`src/fac_pkg.sv`:
```
// Shared constants, types and functions of the fully associative tag store.
package fac_pkg;

    // Number of tag slots and derived index width.
    localparam int unsigned ENTRIES = 4;
    localparam int unsigned IDX_W   = $clog2(ENTRIES);

    // Field widths of the streams.
    localparam int unsigned ADDR_W      = 31;
    localparam int unsigned SLOT_W      = 2;
    localparam int unsigned IN_TDATA_W  = 32;
    localparam int unsigned OUT_TDATA_W = 40;
    localparam int unsigned OUT_TUSER_W = 2;

    // Victim-choice LFSR.
    localparam int unsigned     LFSR_W     = 16;
    localparam logic [LFSR_W-1:0] LFSR_MASK  = 16'hB400;
    localparam logic [LFSR_W-1:0] SEED_RESET = 16'h0001;

    // Reciprocal of ENTRIES used to reduce the LFSR value to a slot number.
    localparam int unsigned       RECIP_SHIFT = 24;
    localparam logic [RECIP_SHIFT-1:0] RECIP = RECIP_SHIFT'((64'd1 << RECIP_SHIFT) / ENTRIES);

    // Priority chain passed from each cell to the next one.
    typedef struct packed {
        logic hit_seen;
        logic empty_seen;
    } fac_chain_t;

    // One step of the Galois LFSR: shift right, apply the mask when a one drops out.
    function automatic logic [LFSR_W-1:0] lfsr_next(input logic [LFSR_W-1:0] s);
        logic [LFSR_W-1:0] n;
        n = s >> 1;
        if (s[0])
        begin
            n = n ^ LFSR_MASK;
        end
        return n;
    endfunction

    // A zero seed would lock the LFSR, so it loads as one.
    function automatic logic [LFSR_W-1:0] seed_load(input logic [LFSR_W-1:0] s);
        return (s == '0) ? SEED_RESET : s;
    endfunction

endpackage

```
`src/fac_cell.sv`:
```
// One tag slot of the store: tag, valid bit, compare and priority chain stage.
module fac_cell
    import fac_pkg::*;
(
    input  logic              clk,
    input  logic              rst_n,
    input  logic [ADDR_W-1:0] lookup_addr,
    input  logic              wr_en,
    input  fac_chain_t        chain_in,
    output fac_chain_t        chain_out,
    output logic              hit_here,
    output logic              empty_here,
    output logic [ADDR_W-1:0] tag,
    output logic              valid
);

    logic [ADDR_W-1:0] tag_reg;
    logic [ADDR_W-1:0] tag_next;
    logic              valid_reg;
    logic              valid_next;
    logic              match;

    // Compare against the lookup address while the slot holds a tag.
    assign match = valid_reg && (tag_reg == lookup_addr);

    // This slot wins only if no lower slot already claimed the role.
    assign hit_here   = match && !chain_in.hit_seen;
    assign empty_here = !valid_reg && !chain_in.empty_seen;

    assign chain_out.hit_seen   = chain_in.hit_seen || match;
    assign chain_out.empty_seen = chain_in.empty_seen || !valid_reg;

    assign tag   = tag_reg;
    assign valid = valid_reg;

    // Next state: a write stores the lookup address and marks the slot valid.
    always_comb
    begin
        tag_next   = tag_reg;
        valid_next = valid_reg;
        if (wr_en)
        begin
            tag_next   = lookup_addr;
            valid_next = 1'b1;
        end
    end

    // Valid bit is control state and clears at reset.
    always_ff @(posedge clk or negedge rst_n)
    begin
        if (!rst_n)
        begin
            valid_reg <= 1'b0;
        end
        else
        begin
            valid_reg <= valid_next;
        end
    end

    // Tag is payload and needs no reset.
    always_ff @(posedge clk)
    begin
        tag_reg <= tag_next;
    end

endmodule

```
`src/fully_assoc_cache_random_replace_core.sv`:
```
// Top level of the fully associative tag store with LFSR-driven random replacement.
//
// Usage: each request on the s_ stream carries one 31-bit block address. The block
// looks it up in a row of tag cells and returns one result on the m_ stream: hit and
// evicted flags in m_tuser, the slot number and slot content in m_tdata. A miss fills
// the lowest empty slot; with all slots full a victim is picked by a 16-bit LFSR and
// its old address is returned.
// Sequencing: one request is handled at a time. A hit or a fill goes from S_CMP straight
// to the result register. A replacement passes through S_CMP (compare and LFSR step),
// S_MUL and S_REM (a reciprocal multiply that reduces the LFSR value to a slot number)
// and S_EVICT (the eviction) before its result is registered. A new request is accepted
// only in S_IDLE, once the result of the last one has been loaded.
// Configuration: a write on cfg_ loads the LFSR with the seed (zero loads as one);
// cfg_ready is always high and writes are meant only while the block is idle.
// Reset: all slots become empty and the LFSR loads one; no clearing pass is needed.
// Stall: the result register holds while m_tready is low; the next request may be
// accepted meanwhile, but it completes only once the register is free.
module fully_assoc_cache_random_replace_core
    import fac_pkg::*;
(
    input  logic                   clk,
    input  logic                   rst_n,
    // Request stream. s_tdata: block_address[30:0], zero fill above.
    input  logic                   s_tvalid,
    output logic                   s_tready,
    input  logic [IN_TDATA_W-1:0]  s_tdata,
    // Result stream. m_tdata: slot[1:0], slot_content[32:2], zero fill above.
    output logic                   m_tvalid,
    input  logic                   m_tready,
    output logic [OUT_TDATA_W-1:0] m_tdata,
    // m_tuser: hit[0], evicted[1].
    output logic [OUT_TUSER_W-1:0] m_tuser,
    // Seed register write channel.
    input  logic                   cfg_valid,
    output logic                   cfg_ready,
    input  logic [LFSR_W-1:0]      cfg_data
);

    typedef enum logic [4:0] {
        S_IDLE  = 5'b00001,
        S_CMP   = 5'b00010,
        S_MUL   = 5'b00100,
        S_REM   = 5'b01000,
        S_EVICT = 5'b10000
    } state_t;

    state_t                        state_reg;
    state_t                        state_next;
    logic [ADDR_W-1:0]             addr_reg;
    logic [ADDR_W-1:0]             addr_next;
    logic [LFSR_W-1:0]             lfsr_reg;
    logic [LFSR_W-1:0]             lfsr_next_val;
    logic [LFSR_W+RECIP_SHIFT-1:0] prod_reg;
    logic [LFSR_W+RECIP_SHIFT-1:0] prod_next;
    logic [IDX_W-1:0]              victim_reg;
    logic [IDX_W-1:0]              victim_next;
    logic                          out_valid_reg;
    logic                          out_valid_next;
    logic [OUT_TDATA_W-1:0]        out_data_reg;
    logic [OUT_TDATA_W-1:0]        out_data_next;
    logic [OUT_TUSER_W-1:0]        out_user_reg;
    logic [OUT_TUSER_W-1:0]        out_user_next;

    fac_chain_t                    chain [ENTRIES+1];
    logic [ENTRIES-1:0]            hit_vec;
    logic [ENTRIES-1:0]            empty_vec;
    logic [ENTRIES-1:0]            valid_vec;
    logic [ENTRIES-1:0]            cell_wr;
    logic [ADDR_W-1:0]             cell_tag [ENTRIES];

    logic                          s_accept;
    logic                          out_free;
    logic                          load_out;
    logic                          any_hit;
    logic                          any_empty;
    logic [IDX_W-1:0]              hit_idx;
    logic [IDX_W-1:0]              empty_idx;
    logic [IDX_W-1:0]              res_idx;
    logic                          res_hit;
    logic                          res_evicted;
    logic [ADDR_W-1:0]             res_content;
    logic [LFSR_W-1:0]             quot;
    logic [LFSR_W-1:0]             quot_times_n;
    logic [LFSR_W-1:0]             remd;

    // Handshakes.
    assign s_tready  = (state_reg == S_IDLE);
    assign s_accept  = s_tvalid && s_tready;
    assign cfg_ready = 1'b1;
    assign out_free  = !out_valid_reg || m_tready;

    assign m_tvalid = out_valid_reg;
    assign m_tdata  = out_data_reg;
    assign m_tuser  = out_user_reg;

    // Row of tag cells linked by the priority chain.
    assign chain[0] = '0;

    for (genvar g = 0; g < ENTRIES; g++)
    begin : g_cell
        fac_cell u_cell (
            .clk         (clk),
            .rst_n       (rst_n),
            .lookup_addr (addr_reg),
            .wr_en       (cell_wr[g]),
            .chain_in    (chain[g]),
            .chain_out   (chain[g+1]),
            .hit_here    (hit_vec[g]),
            .empty_here  (empty_vec[g]),
            .tag         (cell_tag[g]),
            .valid       (valid_vec[g])
        );
    end

    assign any_hit   = chain[ENTRIES].hit_seen;
    assign any_empty = chain[ENTRIES].empty_seen;

    // Encode the one-hot winner vectors into slot numbers.
    always_comb
    begin
        hit_idx   = '0;
        empty_idx = '0;
        for (int i = 0; i < ENTRIES; i++)
        begin
            if (hit_vec[i])
            begin
                hit_idx = hit_idx | IDX_W'(i);
            end
            if (empty_vec[i])
            begin
                empty_idx = empty_idx | IDX_W'(i);
            end
        end
    end

    // Reduce the LFSR value modulo ENTRIES: quotient from the registered product,
    // remainder with one correction step.
    assign quot         = prod_reg[LFSR_W+RECIP_SHIFT-1:RECIP_SHIFT];
    assign quot_times_n = LFSR_W'(quot * LFSR_W'(ENTRIES));
    always_comb
    begin
        remd = lfsr_reg - quot_times_n;
        if (remd >= LFSR_W'(ENTRIES))
        begin
            remd = remd - LFSR_W'(ENTRIES);
        end
    end

    // Sequencer, cell writes and result selection.
    always_comb
    begin
        state_next    = state_reg;
        addr_next     = addr_reg;
        lfsr_next_val = lfsr_reg;
        prod_next     = prod_reg;
        victim_next   = victim_reg;
        cell_wr       = '0;
        load_out      = 1'b0;
        res_idx       = hit_idx;
        res_hit       = 1'b0;
        res_evicted   = 1'b0;
        res_content   = addr_reg;

        unique case (state_reg)
            S_IDLE:
            begin
                if (s_accept)
                begin
                    addr_next  = s_tdata[ADDR_W-1:0];
                    state_next = S_CMP;
                end
            end
            S_CMP:
            begin
                if (!any_hit && !any_empty)
                begin
                    lfsr_next_val = lfsr_next(lfsr_reg);
                    state_next    = S_MUL;
                end
                else if (out_free)
                begin
                    load_out   = 1'b1;
                    state_next = S_IDLE;
                    if (any_hit)
                    begin
                        res_hit = 1'b1;
                        res_idx = hit_idx;
                    end
                    else
                    begin
                        res_idx = empty_idx;
                        cell_wr = empty_vec;
                    end
                end
            end
            S_MUL:
            begin
                prod_next  = lfsr_reg * RECIP;
                state_next = S_REM;
            end
            S_REM:
            begin
                victim_next = remd[IDX_W-1:0];
                state_next  = S_EVICT;
            end
            S_EVICT:
            begin
                res_idx     = victim_reg;
                res_evicted = 1'b1;
                res_content = cell_tag[victim_reg];
                if (out_free)
                begin
                    load_out   = 1'b1;
                    state_next = S_IDLE;
                    for (int i = 0; i < ENTRIES; i++)
                    begin
                        cell_wr[i] = (victim_reg == IDX_W'(i));
                    end
                end
            end
            default:
            begin
                state_next = S_IDLE;
            end
        endcase

        // A seed write reloads the LFSR.
        if (cfg_valid && cfg_ready)
        begin
            lfsr_next_val = seed_load(cfg_data);
        end
    end

    // Result register: loads a new result or empties when the receiver takes it.
    always_comb
    begin
        out_valid_next = out_valid_reg;
        out_data_next  = out_data_reg;
        out_user_next  = out_user_reg;
        if (m_tvalid && m_tready)
        begin
            out_valid_next = 1'b0;
        end
        if (load_out)
        begin
            out_valid_next = 1'b1;
            out_data_next  = OUT_TDATA_W'({res_content, SLOT_W'(res_idx)});
            out_user_next  = {res_evicted, res_hit};
        end
    end

    // Control registers.
    always_ff @(posedge clk or negedge rst_n)
    begin
        if (!rst_n)
        begin
            state_reg     <= S_IDLE;
            lfsr_reg      <= SEED_RESET;
            out_valid_reg <= 1'b0;
        end
        else
        begin
            state_reg     <= state_next;
            lfsr_reg      <= lfsr_next_val;
            out_valid_reg <= out_valid_next;
        end
    end

    // Payload registers.
    always_ff @(posedge clk)
    begin
        addr_reg     <= addr_next;
        prod_reg     <= prod_next;
        victim_reg   <= victim_next;
        out_data_reg <= out_data_next;
        out_user_reg <= out_user_next;
    end

    // A replacement happens only when every slot holds a tag.
    a_evict_full: assert property (@(posedge clk) disable iff (!rst_n)
        (state_reg == S_EVICT) |-> (&valid_vec))
        else $error("replacement while an empty slot exists");

    // The LFSR never locks up at zero.
    a_lfsr_nonzero: assert property (@(posedge clk) disable iff (!rst_n)
        lfsr_reg != '0)
        else $error("victim LFSR reached zero");

    // The victim slot lies inside the store.
    a_victim_range: assert property (@(posedge clk) disable iff (!rst_n)
        (state_reg == S_EVICT) |-> (IDX_W'(victim_reg) < IDX_W'(ENTRIES)
                                    || ENTRIES == (1 << IDX_W)))
        else $error("victim slot out of range");

    // At most one cell claims a hit.
    a_one_hit: assert property (@(posedge clk) disable iff (!rst_n)
        (state_reg == S_CMP) |-> $onehot0(hit_vec))
        else $error("several cells report a hit");

    // A result never reports both a hit and an eviction.
    a_hit_no_evict: assert property (@(posedge clk) disable iff (!rst_n)
        load_out |=> !(m_tuser[0] && m_tuser[1]))
        else $error("result flags hit and eviction together");

endmodule
```
`config.mk`:
```
export PLATFORM = sky130hd
export DESIGN_NAME = fully_assoc_cache_random_replace_core
export DESIGN_NICKNAME = d
export VERILOG_FILES = /design/src/fac_pkg.sv /design/src/fac_cell.sv /design/src/fully_assoc_cache_random_replace_core.sv
export SDC_FILE = /design/constraint.sdc
export NUM_CORES = 1
export LEC_CHECK = 0
export ABC_CLOCK_PERIOD_IN_PS = 4800
export BUFFER_PORTS_ARGS = -buffer_cell sky130_fd_sc_hd__buf_2
export CAP_MARGIN = 20
export CORE_UTILIZATION = 55
export DETAILED_ROUTE_END_ITERATION = 10
export PLACE_DENSITY_LB_ADDON = 0.2
export SLEW_MARGIN = 20
export SYNTH_ARGS = -nofsm -noshare
export SYNTH_HDL_FRONTEND = slang
export SYNTH_HIERARCHICAL = 1
export SYNTH_SLANG_ARGS = --single-unit
```
`constraint.sdc`:
```
create_clock -name clk -period 4.8 [get_ports clk]
set_input_delay 0.48 -clock clk [delete_from_list [all_inputs] [get_ports clk]]
set_output_delay 0.48 -clock clk [all_outputs]
set_load 0.1 [all_outputs]
```
# Yosys cells after proc, flatten, opt, wreduce, memory -nomap -nowiden

Index checks and enable logic that the tools add are counted.

Equal/unequal tests: 13
$lt $le $gt $ge: 2
Multiplexer cells: 36
$add $sub $neg: 2
Bitwise logic cells: 4
Reduce and logical (&&, ||, !) cells: 40

Operators with widths:

| kind                                                                    | count |
|---|---|
| 31-bit == test                                                          | 4 |
| 31-bit two-way mux                                                      | 3 |
| 16-bit two-way mux                                                      | 5 |
| 31-bit binary-select mux with 2-bit select                              | 1 |
| 5-bit one-hot mux with 5 select lines                                   | 1 |
| 16-bit by 3-bit >= comparator with 1-bit output (second input constant) | 1 |
| 16-bit logical NOT                                                      | 1 |
| 2-bit two-way mux                                                       | 8 |
| 4-bit two-way mux                                                       | 4 |
| 16-bit subtractor                                                       | 1 |
| 5-bit two-way mux                                                       | 3 |
| 1-bit logical AND                                                       | 13 |
| 1-bit logical NOT                                                       | 12 |
| 1-bit two-way mux                                                       | 8 |
| 4-bit one-hot mux with 2 select lines                                   | 1 |
| 1-bit logical OR                                                        | 7 |
| 2-bit nonzero test                                                      | 3 |
| 5-bit by 1-bit == test with 1-bit output (second input constant)        | 1 |
| 5-bit by 2-bit == test with 1-bit output (second input constant)        | 1 |
| 5-bit by 3-bit == test with 1-bit output (second input constant)        | 1 |
| 5-bit by 4-bit == test with 1-bit output (second input constant)        | 1 |
| 5-bit == test (second input constant)                                   | 1 |
| 2-bit == test (second input constant)                                   | 2 |
| 3-bit inverter with 4-bit output                                        | 1 |
| 11 further kinds                                                        | 13 |

Output and inout port bits: 45
Register bits: 234

# Depth between registers and ports, before layout

Gate-level depths: netlist of run 1.

Depth in word-level cells: 11
Depth in mapped cells: 12

# Hierarchy

The synthesis of run 1 kept the hierarchy.

Modules (own cells, without submodules):

| module                                | instances | cells an instance | area an instance (um^2) | sequential area each (um^2) |
|---|---|---|---|---|
| fac_cell                              | 4         | 78                | 1328.8                  | 955.9 |
| fully_assoc_cache_random_replace_core | 1         | 352               | 4509.3                  | 2595.0 |

# Worst setup path before layout of run 1

OpenSTA, ideal clock, no wires.

Path type: register to register
Start point: reg addr_reg[2]
End point: reg out_data_reg[0], in the netlist m_tdata[0] (enable)
Data arrival time: 3713 ps
Stages on the path, launching flop included: 11
Setup slack: 660 ps
Clock period less this slack: 4140 ps
Buffers on the path: 0
Path through: edfxtp_1 -> xnor2_1 -> nand4_1 -> or4_4 -> o21bai_1 -> o21bai_1 -> o21bai_1 -> o21bai_1 -> or2_2 -> a21oi_1 -> nor2_1

RTL lines:

| what                   | RTL line                                     | text |
|---|---|---|
| from (decl)            | fully_assoc_cache_random_replace_core.sv:49  | `logic [ADDR_W-1:0] addr_reg;` |
| from (signal assigned) | fully_assoc_cache_random_replace_core.sv:272 | `addr_reg <= addr_next;` |
| to (signal assigned)   | fully_assoc_cache_random_replace_core.sv:275 | `out_data_reg <= out_data_next;` |
| to (decl)              | fully_assoc_cache_random_replace_core.sv:59  | `logic [OUT_TDATA_W-1:0] out_data_reg;` |

==> results of run 1 <==
worst max-delay path: stages, from the launching register on:
cell	delay, ps
sky130_fd_sc_hd__edfxtp_1	540
sky130_fd_sc_hd__xor2_1	220
sky130_fd_sc_hd__nor4_1	510
sky130_fd_sc_hd__nand4_1	220
sky130_fd_sc_hd__o21bai_1	240
sky130_fd_sc_hd__o21bai_1	170
sky130_fd_sc_hd__o21bai_1	170
sky130_fd_sc_hd__o21bai_1	220
sky130_fd_sc_hd__nand2b_1	190
sky130_fd_sc_hd__nand2b_1	150
sky130_fd_sc_hd__nor2_1	130
sky130_fd_sc_hd__a22o_2	560
sky130_fd_sc_hd__or2_2	420
through the flow:
| step | utilization, % | hold WS [ps] | setup slack [ps] | cell area [µm²] | instances |
|---|---|---|---|---|---|
| 4_1_cts | 65.1 | 128 | 891 | 11300 | 1012 |
| 2_1_floorplan | - | 184 | 683 | 9850 | 672 |
| 5_1_grt | 65.1 | 127 | 611 | 11300 | 1012 |
| 6_report | 65.1 | 145 | 904 | 11300 | 1012 |
| 3_3_place_gp | 60.5 | 457 | 1000 | 10500 | 967 |
| 3_5_place_dp | 60.7 | 470 | 925 | 10500 | 967 |
metal layers:
layer	GRT usage [%]	share of wire (%)	vias to the layer above
met4	7.18	1.9	0
met5	0	0	-
li1	-	-	2649
met1	30.7	42	2868
met2	36.4	49	206
met3	4.00	6.6	32
final timing paths:
| check | to | slack, ps |
|---|---|---|
| max in group asynchronous | g_cell[0].u_cell/valid$_DFFE_PN0P_ | 3900 |
| setup / recovery | g_cell[2].u_cell/valid$_DFFE_PN0P_ | 900 |
| hold reg to reg | victim_reg[1]$_DFFE_PN_ | 480 |
| setup reg to reg | g_cell[2].u_cell/valid$_DFFE_PN0P_ | 900 |
| min in group asynchronous | lfsr_reg[12]$_DFFE_PN0P_ | 510 |
| hold / removal | addr_reg[10]$_DFFE_PP_ | 150 |
final cells by class:
cell class                 instances  area share (%)
clock inverter                    11           0.565
inverter                           5           0.166
sequential                       218            56.8
clock buffer                      33            6.17
timing repair buffer              97            4.52
multi-input combinational        423            29.3
tap                              225            2.49
where the power goes:
part	internal (mW)	switching (mW)
Combinational	0.244	0.651
Clock	1.02	0.717
Sequential	2.31	0.202
Total	3.58	1.57
repair_timing:
item / 4_1_cts / 5_1_grt
hold buffers: 1 / 0
hold endpoints to repair: 24 / 0
setup buffers: 0 / 0
==> load_flow_metrics.sql, run 1 <==
INSERT INTO impl_metrics (metric_group, metric, value, unit) VALUES
('min_path', 'hp-start', 's_tdata[10]', ''),
('critical_path', 'req_time_crit_path', '5180', 'ps'),
('synth', 'ys_warn_count', '6', ''),
('cells_and_area', 'largest_reg_flops', '124', ''),
('synth', 'synthesis.area_per_instance', '14.8', 'µm²'),
('power', 'ir_drop', '0.442', 'mV'),
('die', 'placeableCoreArea', '17400', 'µm²'),
('synth', 'syn-instance-count', '663', ''),
('power', 'p_leak', '4.19', 'nW'),
('die', 'initial_utilization', '56.5', '%'),
('synth', 'synth.cell_area', '9810', 'µm²'),
('status', 'outcome', 'finished, final reports clean', ''),
('routing', 'detailedRoute.firstPassIterationCount', '5', ''),
('routing', 'wl_per_cell', '19.4', 'µm'),
('timing', 'max-slew-margin-rel', '36.5', '%'),
('timing', 'finalCriticalPeriod', '3900', 'ps'),
('die', 'die_width', '136', 'µm'),
('min_path', 'min-delay-path-class', 'in -> reg', ''),
('global_routing', 'grt_max_degree', '37', ''),
('routing', 'drt_iter0_drc', '427', ''),
('clock_network', 'cts-htree-levels', '1', ''),
('placement', 'dpl.hpwl', '12300', 'µm'),
('critical_path', 'r2r_cells', '12', ''),
('global_routing', 'globalRouteOverflowTotal', '0', ''),
('job', 'cap_violations', '0', ''),
('timing', 'final_setup_vio_count', '0', ''),
('clock_network', 'clkSlewWorstSetupHoldPaths', '60', 'ps'),
('clock_network', 'cts_resized', '0', ''),
('global_routing', 'vias_in_the_first_global_route', '5886', ''),
('die', 'io_pins', '98', ''),
('min_path', 'hold-path-cell-count', '1', ''),
('critical_path', 'cp.arrival', '4280', 'ps'),
('clock_network', 'worstSkewPairLatency', '510', 'ps'),
('placement', 'numPortBuffers', '88', ''),
('critical_path', 'timing.critical_path.to_type', 'flip-flop', ''),
('timing', 'grt_setup_unrepaired', 'false', ''),
('cells_and_area', 'final_cell_mix', '192 x sky130_fd_sc_hd__edfxtp_1, 112 x sky130_fd_sc_hd__nand2_1, 88 x sky130_fd_sc_hd__buf_2', ''),
('routing', 'drc', '0', ''),
('critical_path', 'cp-startpoint', 'addr_reg[28]$_DFFE_PP_', ''),
('critical_path', 'path_max_fanout', '32', ''),
('cells_and_area', 'syn2layout_area_growth', '15.1', '%'),
('timing', 'timing_max_transition_violations_final', '0', ''),
('cells_and_area', 'most_common_cell_after_layout_fill_and_taps_aside', 'sky130_fd_sc_hd__edfxtp_1', ''),
('global_routing', 'grt_antenna_before_repair', '0', ''),
('global_routing', 'gr-usage-all-layers', '22.4', '%'),
('timing', 'final_min_period_over_clock_period', '81.2', '%'),
('routing', 'sum_of_routed_wire_length_over_all_layers', '19700', 'µm'),
('cells_and_area', 'footprint_of_the_multi_input_gates', '3310', 'µm²'),
('power', 'power.density', '455', 'nW/µm²'),
('critical_path', 'reg_to_reg_startpoint', 'addr_reg[28]$_DFFE_PP_', ''),
('routing', 'dr_total_vias', '5755', ''),
('timing', 'maxClockFrequency', '0.257', 'GHz'),
('power', 'finalPower', '5.15', 'mW'),
('clock_network', 'tritoncts.num_buffers', '24', ''),
('cells_and_area', 'antenna_cells', '0', ''),
('critical_path', 'startpoint_type_of_the_worst_setup_path', 'flip-flop', ''),
('routing', 'via_per_inst', '5.69', ''),
('critical_path', 'critical_path_class', 'reg -> reg', ''),
('placement', 'globalplace.congestion', '0.830', ''),
('cells_and_area', 'layout-drive-gt1-share', '23.8', '%'),
('routing', 'antenna_left', '0', ''),
('global_routing', 'grt_pass1_wl', '31000', 'µm'),
('timing', 'hold_viol_final', '0', ''),
('clock_network', 'clock_sinks', '218', ''),
('timing', 'tightestPinTransition', '952', 'ps'),
('clock_network', 'max-clock-path-buffers', '3', ''),
('cells_and_area', 'sequential_cell_area', '6420', 'µm²'),
('clock_network', 'clk_root_buffer_cell', 'sky130_fd_sc_hd__clkbuf_16', ''),
('timing', 'tns', '0', 'ps'),
('die', 'core.rowCount', '48', ''),
('die', 'dieArea', '18400', 'µm²'),
('die', 'die-height', '136', 'µm'),
('clock_network', 'clock_tree_from_tritoncts', 'built', ''),
('timing', 'worst_clock_skew', '8.34', 'ps'),
('cells_and_area', 'net_count_of_the_finished_layout', '822', ''),
('cells_and_area', 'fillerInstances', '1263', '');
Note: power is estimated with default switching activity, not from simulation.
==> inputs of run 2 (changes only) <==
- ABC_CLOCK_PERIOD_IN_PS: 4800 -> 3900
- clock period: 4.8 -> 3.9 ns (I/O delays scaled with it)
==> load_flow_metrics.sql, run 2 (synthesis gave the netlist of run 1 again) <==
INSERT INTO impl_metrics (metric_group, metric, value, unit) VALUES
('routing', 'drc', '0', ''),
('critical_path', 'cp_cell_sequence', 'xnor2_1 -> nand4_1 -> or4_4 -> o21bai_1 -> o21bai_1 -> o21bai_1 -> o21bai_1 -> nand2b_1 -> nand2b_1 -> nor2_1 -> o2bb2ai_2 -> buf_4', ''),
('timing', 'timing_max_transition_violations_final', '0', ''),
('global_routing', 'gr-usage-all-layers', '22.9', '%'),
('timing', 'maxClockFrequency', '0.275', 'GHz'),
('placement', 'dpl.hpwl', '13100', 'µm'),
('critical_path', 'startpoint_type_of_the_worst_setup_path', 'flip-flop', ''),
('global_routing', 'globalRouteOverflowTotal', '0', ''),
('die', 'placeableCoreArea', '17400', 'µm²'),
('timing', 'tns', '0', 'ps'),
('critical_path', 'crit_top_cell', 'sky130_fd_sc_hd__o21bai_1', ''),
('power', 'power.density', '557', 'nW/µm²'),
('cells_and_area', 'net_count_of_the_finished_layout', '828', ''),
('job', 'cap_violations', '0', ''),
('cells_and_area', 'largest_reg_flops', '124', ''),
('timing', 'tightestPinTransition', '1090', 'ps'),
('die', 'io_pins', '98', ''),
('die', 'dieArea', '18400', 'µm²'),
('cells_and_area', 'final_cell_mix', '192 x sky130_fd_sc_hd__edfxtp_1, 112 x sky130_fd_sc_hd__nand2_1, 88 x sky130_fd_sc_hd__buf_2', ''),
('global_routing', 'grt_max_degree', '37', ''),
('timing', 'final_min_period_over_clock_period', '93.3', '%'),
('status', 'outcome', 'finished, final reports clean', ''),
('cells_and_area', 'antenna_cells', '0', ''),
('min_path', 'min-delay-path-class', 'in -> reg', ''),
('routing', 'drt_iter0_drc', '449', ''),
('timing', 'final_setup_vio_count', '0', ''),
('timing', 'hold_viol_final', '0', ''),
('clock_network', 'cts-htree-levels', '1', ''),
('cells_and_area', 'layout-drive-gt1-share', '23.6', '%'),
('clock_network', 'clkSlewWorstSetupHoldPaths', '60', 'ps'),
('critical_path', 'cp.arrival', '3900', 'ps'),
('critical_path', 'timing.critical_path.to_type', 'flip-flop', ''),
('power', 'finalPower', '6.30', 'mW'),
('global_routing', 'vias_in_the_first_global_route', '5871', ''),
('timing', 'finalCriticalPeriod', '3640', 'ps'),
('die', 'die_width', '136', 'µm'),
('global_routing', 'grt_antenna_before_repair', '0', ''),
('routing', 'sum_of_routed_wire_length_over_all_layers', '20200', 'µm'),
('critical_path', 'path_max_fanout', '13', ''),
('critical_path', 'crit_path_top_delay_cell', 'sky130_fd_sc_hd__or4_4', ''),
('die', 'die-height', '136', 'µm'),
('critical_path', 'req_time_crit_path', '4160', 'ps'),
('clock_network', 'tritoncts.num_buffers', '23', ''),
('die', 'initial_utilization', '56.5', '%'),
('routing', 'detailedRoute.firstPassIterationCount', '5', ''),
('clock_network', 'max-clock-path-buffers', '3', ''),
('critical_path', 'worst_path_largest_cell_delay', '560', 'ps'),
('cells_and_area', 'syn2layout_area_growth', '15.3', '%'),
('die', 'core.rowCount', '48', ''),
('clock_network', 'clock_sinks', '218', ''),
('clock_network', 'cts_setup_buffers', '0', ''),
('power', 'p_leak', '4.21', 'nW'),
('timing', 'grt_setup_unrepaired', 'false', ''),
('routing', 'via_per_inst', '5.65', ''),
('global_routing', 'grt_pass1_wl', '31500', 'µm'),
('routing', 'wl_per_cell', '19.9', 'µm'),
('placement', 'globalplace.congestion', '0.852', ''),
('critical_path', 'critical_path_class', 'reg -> reg', ''),
('routing', 'antenna_left', '0', ''),
('power', 'ir_drop', '0.399', 'mV'),
('timing', 'max-slew-margin-rel', '27.5', '%'),
('clock_network', 'clock_tree_from_tritoncts', 'built', ''),
('routing', 'dr_total_vias', '5725', ''),
('clock_network', 'clk_root_buffer_cell', 'sky130_fd_sc_hd__clkbuf_16', ''),
('cells_and_area', 'most_common_cell_after_layout_fill_and_taps_aside', 'sky130_fd_sc_hd__edfxtp_1', ''),
('timing', 'worst_clock_skew', '10.0', 'ps'),
('clock_network', 'worstSkewPairLatency', '500', 'ps'),
('placement', 'numPortBuffers', '88', ''),
('cells_and_area', 'fillerInstances', '1257', '');
## run 2: cell types whose count changed in the layout (fill, tap and decap cells not counted), sizes merged
cell	previous run	this run
buf	96	103
bufinv	0	2
clkbuf	33	31
clkinv	8	6
clkinvlp	2	0
inv	6	5
## run 2: area by class of cell
type | count | area (µm²) | area share, %
clock buffer | 31 | 636 | 5.62
clock inverter | 8 | 83.8 | 0.741
inverter | 5 | 18.8 | 0.166
multi-input combinational | 423 | 3290 | 29.1
sequential | 218 | 6420 | 56.7
tap | 225 | 282 | 2.49
timing repair buffer | 104 | 588 | 5.20
## run 2: final timing paths
check	from	end	slack (ps)	depth (start not counted)
max	addr_reg[2]$_DFFE_PP_	g_cell[1].u_cell/tag[0]$_DFFE_PP_	260	12
min reg2reg	lfsr_reg[1]$_DFFE_PN0P_	victim_reg[1]$_DFFE_PN_	470	0
min	s_tdata[8]	addr_reg[8]$_DFFE_PP_	60	1
min in group asynchronous	rst_n	lfsr_reg[11]$_DFFE_PN0P_	440	2
max reg2reg	addr_reg[2]$_DFFE_PP_	g_cell[1].u_cell/tag[0]$_DFFE_PP_	260	12
max in group asynchronous	rst_n	lfsr_reg[5]$_DFFE_PN0P_	3060	2
## run 2: metrics by stage
step | std cells | setup slack (ps) | cell area [µm²] | hold WS, ps | utilization (%)
floorplan | 672 | 238 | 9850 | 94.4 | -
global placement | 974 | 356 | 10600 | 423 | 60.9
detailed placement | 974 | 283 | 10600 | 442 | 60.9
CTS | 1014 | 245 | 11300 | 43.1 | 65.1
global route | 1014 | 34.7 | 11300 | 39.1 | 65.2
finish | 1014 | 260 | 11300 | 59.9 | 65.2
## run 2: critical path: cells and delay by family (launching register included)
family / cells / cell delay, ps
AO/OA/AOI/OAI: 5 / 1110
XOR/XNOR: 1 / 250
buffers and inverters: 1 / 310
flip-flops: 1 / 540
AND/OR/NAND/NOR: 5 / 1180
## run 2: timing repair
action	CTS	global route
endpoints found under the setup margin	0	39
hold buffers	1	0
hold endpoints to repair	24	0
gates resized for setup	0	1
## run 2: per-layer routing
| layer | global-route usage [%] | routed length, µm | vias to the layer above |
|---|---|---|---|
| met3 | 3.93 | 1180 | 39 |
| met5 | 0 | 0 | - |
| met1 | 30.2 | 8460 | 2839 |
| li1 | - | - | 2664 |
| met2 | 38.5 | 10100 | 183 |
| met4 | 7.68 | 463 | 0 |
## run 2: power breakdown
| part | internal, mW | switching (mW) |
|---|---|---|
| combinational | 0.307 | 0.798 |
| clock | 1.26 | 0.834 |
| sequential | 2.85 | 0.256 |
